<file path="config.mk">
export PLATFORM = sky130hd
export DESIGN_NAME = ttcp_ctrl
export DESIGN_NICKNAME = d
export VERILOG_FILES = /design/src/hw/rtl/ttcp_pkg.sv /design/src/hw/rtl/ttcp_ctrl.sv
export SDC_FILE = /design/constraint.sdc
export NUM_CORES = 1
export LEC_CHECK = 0
export BUFFER_PORTS_ARGS = -buffer_cell sky130_fd_sc_hd__buf_2
export CORE_ASPECT_RATIO = 1.4
export CORE_MARGIN = 8
export CORE_UTILIZATION = 56
export DETAILED_ROUTE_END_ITERATION = 10
export PLACE_DENSITY = 0.74
export SLEW_MARGIN = 20
export SYNTH_ARGS = -nofsm -noshare
export SYNTH_HDL_FRONTEND = slang
export SYNTH_SLANG_ARGS = --single-unit
export TNS_END_PERCENT = 30
</file>
<file path="constraint.sdc">
create_clock -name clock -period 6.8 [get_ports clock]
set_input_delay 1.02 -clock clock [delete_from_list [all_inputs] [get_ports clock]]
set_output_delay 1.02 -clock clock [all_outputs]
set_load 0.05 [all_outputs]
</file>
<file path="src/hw/rtl/ttcp_pkg.sv">
`timescale 1ns / 1ps
`default_nettype none
package ttcp_pkg;
   localparam int MAX_STEPS = 256;
   localparam int NODE_COUNT = 2 * MAX_STEPS + 1;
   localparam int NODE_AW = $clog2(NODE_COUNT);
   localparam int STEP_W = 9;
   localparam int CSR_IDX_W = 3;
   localparam logic [CSR_IDX_W-1:0] REG_NUM_STEPS = 3'd0;
   localparam logic [CSR_IDX_W-1:0] REG_UP = 3'd1;
   localparam logic [CSR_IDX_W-1:0] REG_DOWN = 3'd2;
   localparam logic [CSR_IDX_W-1:0] REG_PU = 3'd3;
   localparam logic [CSR_IDX_W-1:0] REG_PM = 3'd4;
   localparam logic [CSR_IDX_W-1:0] REG_PD = 3'd5;
   localparam logic [CSR_IDX_W-1:0] REG_DISC = 3'd6;

   // datapath operations
   localparam logic [2:0] OP_NONE = 3'd0;
   localparam logic [2:0] OP_LOAD = 3'd1;  // cur <= spot
   localparam logic [2:0] OP_DOWN = 3'd2;  // cur <= cur*down
   localparam logic [2:0] OP_LEAF = 3'd3;  // write payoff at addr, cur <= cur*up
   localparam logic [2:0] OP_RD = 3'd4;    // read node at addr into window
   localparam logic [2:0] OP_NODE = 3'd5;  // compute node, write at addr
   localparam logic [2:0] OP_LAST = 3'd6;  // write last payoff at addr, no up move

   typedef struct packed {
      logic [2:0] op;
      logic [NODE_AW-1:0] addr;
      logic clear_sat;
   } dp_cmd_type;

   typedef struct packed {
      logic busy;
   } dp_stat_type;
endpackage
`default_nettype wire

</file>
<file path="src/hw/rtl/ttcp_ctrl.sv">
`timescale 1ns / 1ps
`default_nettype none
module ttcp_ctrl import ttcp_pkg::*; (
   input  wire logic              clock,
   input  wire logic              reset,
   input  wire logic              start,
   input  wire logic              hold,
   input  wire logic [STEP_W-1:0] num_steps,
   input  wire dp_stat_type       stat,
   output dp_cmd_type             cmd,
   output logic                   done
);
   localparam logic [2:0] S_IDLE = 3'd0;
   localparam logic [2:0] S_DOWN = 3'd1;
   localparam logic [2:0] S_LEAF = 3'd2;
   localparam logic [2:0] S_RD   = 3'd3;
   localparam logic [2:0] S_NODE = 3'd4;
   localparam logic [2:0] S_WAIT = 3'd5;
   localparam logic [2:0] S_DONE = 3'd6;

   logic [2:0] st_ff, st_in;
   logic [STEP_W-1:0] n_ff, n_in, s_ff, s_in;
   logic [NODE_AW:0] i_ff, i_in;
   logic [1:0] r_ff, r_in;
   logic [STEP_W-1:0] nclip;
   assign nclip = (num_steps > STEP_W'(MAX_STEPS)) ? STEP_W'(MAX_STEPS) : num_steps;

   always_comb begin
      st_in = st_ff; n_in = n_ff; s_in = s_ff; i_in = i_ff; r_in = r_ff;
      cmd.op = OP_NONE; cmd.addr = i_ff[NODE_AW-1:0]; cmd.clear_sat = 1'b0;
      done = 1'b0;
      case (st_ff)
         S_IDLE: if (start) begin
            cmd.op = OP_LOAD; cmd.clear_sat = 1'b1;
            n_in = nclip; s_in = nclip; i_in = '0;
            st_in = (nclip == '0) ? S_LEAF : S_DOWN;
         end
         S_DOWN: begin
            cmd.op = OP_DOWN;
            i_in = i_ff + 1'b1;
            if (i_ff + 1'b1 == (NODE_AW+1)'(n_ff)) begin i_in = '0; st_in = S_LEAF; end
         end
         S_LEAF: begin
            cmd.op = OP_LEAF;
            i_in = i_ff + 1'b1;
            if (i_ff == (NODE_AW+1)'({n_ff, 1'b0})) begin
               // last leaf takes no further up move
               cmd.op = OP_LAST;
               i_in = '0; r_in = '0;
               st_in = (s_ff == '0) ? S_DONE : S_RD;
            end
         end
         S_RD: if (!stat.busy) begin
            // prime window with nodes i, i+1, i+2, one read once the datapath is idle
            cmd.op = OP_RD;
            cmd.addr = NODE_AW'(i_ff + r_ff);
            r_in = r_ff + 1'b1;
            if (r_ff == 2'd2) st_in = S_WAIT;
         end
         S_WAIT: if (!stat.busy) st_in = S_NODE;
         S_NODE: begin
            cmd.op = OP_NODE;
            i_in = i_ff + 1'b1;
            r_in = 2'd2;
            if (i_ff + 1'b1 == (NODE_AW+1)'({s_ff, 1'b0} - 1'b1)) begin
               i_in = '0; r_in = '0; s_in = s_ff - 1'b1;
               st_in = (s_ff == STEP_W'(1)) ? S_DONE : S_RD;
            end else st_in = S_RD;
         end
         S_DONE: if (!stat.busy && !hold) begin done = 1'b1; st_in = S_IDLE; end
         default: st_in = S_IDLE;
      endcase
   end

   always_ff @(posedge clock) begin
      if (reset) begin
         st_ff <= S_IDLE; n_ff <= '0; s_ff <= '0; i_ff <= '0; r_ff <= '0;
      end else begin
         st_ff <= st_in; n_ff <= n_in; s_ff <= s_in; i_ff <= i_in; r_ff <= r_in;
      end
   end
endmodule
`default_nettype wire

</file>
## Yosys cells after proc, flatten, opt, wreduce, memory -nomap -nowiden

Index checks and enable logic that the tools add are counted.

- Register bits after elaboration: 34
- Output and inout port bits: 15
- Bits of input ports: 14
- Word-level logic and storage cells: 78

- Multiplexer cells: 34
- Equal/unequal tests: 19
- Reductions and logical operators: 14
- Magnitude comparators: 1
- $add $sub $neg: 5

Operators with widths:

| kind | count |
|---|---|
| $mux 11 | 4 |
| $pmux 11 s4 | 1 |
| $mux 3 | 11 |
| $mux 9 | 3 |
| $pmux 3 s7 | 1 |
| $logic_not 9->1 | 2 |
| $pmux 9 s2 | 1 |
| $ne 2x2->1 const B | 8 |
| $pmux 3 s5 | 1 |
| $mux 13 | 1 |
| $add 11x1->11 const B | 1 |
| $eq 11x10->1 | 1 |
| $eq 11x11->1 | 1 |
| $eq 11x9->1 | 1 |
| $sub 10x1->11 const B | 1 |
| $add 10x2->10 | 1 |
| $mux 10 | 1 |
| $eq 3x3->1 const B | 3 |
| $eq 9x1->1 const B | 1 |
| $gt 9x9->1 const B | 1 |
| $sub 9x1->9 const B | 1 |
| $mux 2 | 4 |
| $reduce_and 7->1 | 1 |
| $eq 3x2->1 const B | 2 |
| 13 further kinds | 20 |

## Logic depth before layout (Yosys ltp)

- Depth in word-level cells: 6
- Depth in mapped cells: 11
- Mapped depth without buffers: 10

## Least setup slack after synthesis

Ideal clock, no wire load.

- Kind: input to output
- Start: input stat
- End: output cmd[9] in the netlist's numbering
- Slack: 3.081 ns
- Buffers on the path: 1
- Data required time: 5.780 ns
- Arrival time: 2.699 ns
- Cell stages on the path: 5
- Cells stage by stage: or2_2 > clkbuf_1 > nor4_1 > nand3_1 > xnor2_1

RTL lines:

| what | RTL line | source |
|---|---|---|
| from (decl) | ttcp_ctrl.sv:9 | `input wire dp_stat_type stat,` |
| to (decl) | ttcp_ctrl.sv:10 | `output dp_cmd_type cmd,` |

==> results.json <==
{
  "outcome": "finished, final reports clean",
  "synthFlopType": "dfxtp_1",
  "drive_above_1_share": 0.131,
  "grt_pass1_vias": 2535,
  "cts_buffer_depth": 2,
  "cts_hold_buf": 0,
  "synth_area_leaders": "dfxtp_1, xnor2_1, xor2_1",
  "ys_warn_count": 0,
  "drt-total-wl_um": 7320,
  "ir_drop_mv": 0.224,
  "multi_input_area_um2": 2050,
  "synth.largest_area_cell": "dfxtp_1",
  "fill_cells": 493,
  "grt_pass1_wl_um": 12400,
  "wl_per_cell_um": 16.1,
  "slowest_delay_ps": 640,
  "relSlewSlack": 0.467,
  "layout_commonest_cell": "nand2_1",
  "core_area_um2": 5120,
  "clock-sinks": 34,
  "post_cts_buffers": 0,
  "grt_usage": 0.192,
  "synthesis.area_um2": 2940,
  "fp.dieW_um": 77.2,
  "grt_start_max_net_pins": 43,
  "worstMarginPinSlew_ps": 800,
  "drv_slew": 0,
  "first_pass_iters": 5,
  "path_class": "reg -> out",
  "reg2regPathDepth": 9,
  "startpoint_type": "register",
  "post_cts_resized": 0,
  "p_leak_nw": 1.30,
  "final.setup.tns_ps": 0,
  "place_area_um2": 3030,
  "endpoint_kind": "output pin",
  "rows": 31,
  "min_path_cells": 2,
  "required_ps": 5780,
  "fin_area_um2": 3130,
  "synth_nets": 403,
  "synth-async-reset-ratio": 0,
  "ys_ff_latch": 34,
  "cts_tree": "built",
  "ys_seq_area_frac": 0.232,
  "clock.fmax_mhz": 269,
  "synth_edf_count": 0,
  "finalCritPeriodShare": 0.547,
  "die_area_um2": 7850,
  "grt_overflow": 0,
  "syn_area_per_cell_um2": 7.69,
  "critPathMaxFanout": 18,
  "vias_per_cell": 5.95,
  "cts_buffers": 5,
  "maxCapViolations": 0,
  "cts_root_buf": "clkbuf_8",
  "first_iter_violations": 205,
  "initial_core_util": 0.574,
  "final_util": 0.612,
  "synth_cell_types": 60,
  "power_mw": 1.19,
  "period_needed_ps": 3720,
  "crit_slowest_cell": "dfxtp_1",
  "path_delay_family": "simple AND/OR/NAND/NOR gates",
  "clk_latency_ps": 290,
  "portBuffers": 28,
  "p_per_area_nw_per_um2": 380,
  "path_clk_slew_ps": 70,
  "path_cells": "nor2b_1 > nand2_1 > or2_2 > nor4_1 > nand3_1 > xnor2_1 > buf_2",
  "gp_routability_congestion": 0.872,
  "die_h_um": 102,
  "crit_arrival_ps": 2700,
  "place_hpwl_um": 5480,
  "regArea_um2": 681,
  "hold_class": "reg -> reg",
  "antenna_found_initial": 0,
  "ant_nets": 0,
  "yosysTopAreaCellShare": 0.232,
  "diodes": 0,
  "finalHoldViolations": 0,
  "synthCells": 382,
  "via_count": 2711,
  "worstPathBufferInverterCount": 1,
  "fin_skew_ps": 5.72,
  "htreeDepth": 2,
  "rsz0062_at_grt": "false",
  "setup_viol": 0,
  "worst-path-stages": 7,
  "ioPinCount": 29,
  "final_net_count": 410,
  "syn_to_final_growth_pct": 6.73,
  "drc": 0,
  "final_cell_mix": "nand2_1, dfxtp_1, nor2_1, buf_2, a21oi_1"
}
==> final timing paths <==
kind	from	end	slack [ps]
max reg2reg	i_ff[1]	i_ff[5]	3230
min reg2reg	n_ff[8]	n_ff[8]	490
min	n_ff[8]	n_ff[8]	490
max	st_ff[1]	cmd[9]	3080
==> routing by layer <==
layer,global-route usage,share of wire
met5,0,0
met1,0.227,0.41
met3,0.0337,0.051
met2,0.333,0.50
met4,0.0816,0.033
==> sequential cells by signal (all words and copies together), names as in the netlist <==
register	flops
n_ff	9
r_ff	2
s_ff	9
st_ff	3
i_ff	11
==> report_power, final <==
part | switching, mW | internal [mW] | leakage [nW]
registers | 0.0791 | 0.238 | 0.277
logic | 0.420 | 0.268 | 0.966
clock network | 0.0789 | 0.108 | 0.0579
total | 0.578 | 0.614 | 1.30
==> Yosys cell counts (11+ instances only) <==
library cell,n
a211oi_1,15
clkbuf_1,14
inv_1,14
a21oi_1,26
nor2b_1,11
xor2_1,20
nand2_1,43
buf_2,11
nand3_1,13
dfxtp_1,34
nor2_1,28
o21ai_0,17
nor3_1,16
xnor2_1,21
==> area by class of cell <==
class                      count  share of cell area
sequential                    34               0.217
tap                           66              0.0263
multi-input combinational    303               0.654
clock buffer                   5              0.0220
clock inverter                 3              0.0128
inverter                      15              0.0180
timing repair buffer          30              0.0495
==> cell families after synthesis <==
family,after synthesis,synth area share
multiplexers,3,0.0102
adder cells (fa/ha/maj),7,0.0324
buffers and inverters,45,0.0699
AND/OR/NAND/NOR,156,0.287
flip-flops,34,0.232
AO/OA/AOI/OAI,91,0.207
XOR/XNOR,46,0.161
==> stage by stage <==
stage          worst slack (ps)  instances  hold WS (ps)
2_1_floorplan              3080        382           462
3_3_place_gp               3330        448           480
3_5_place_dp               3300        448           486
4_1_cts                    3080        456           495
5_1_grt                    2860        456           520
6_report                   3080        456           493
==> tightest hold or removal path, cell delays in order (launching register included) <==
cell and delay (ps):
dfxtp_1 340, nand2_1 60, a21oi_1 50
Note: power is estimated with default switching activity, not from simulation.
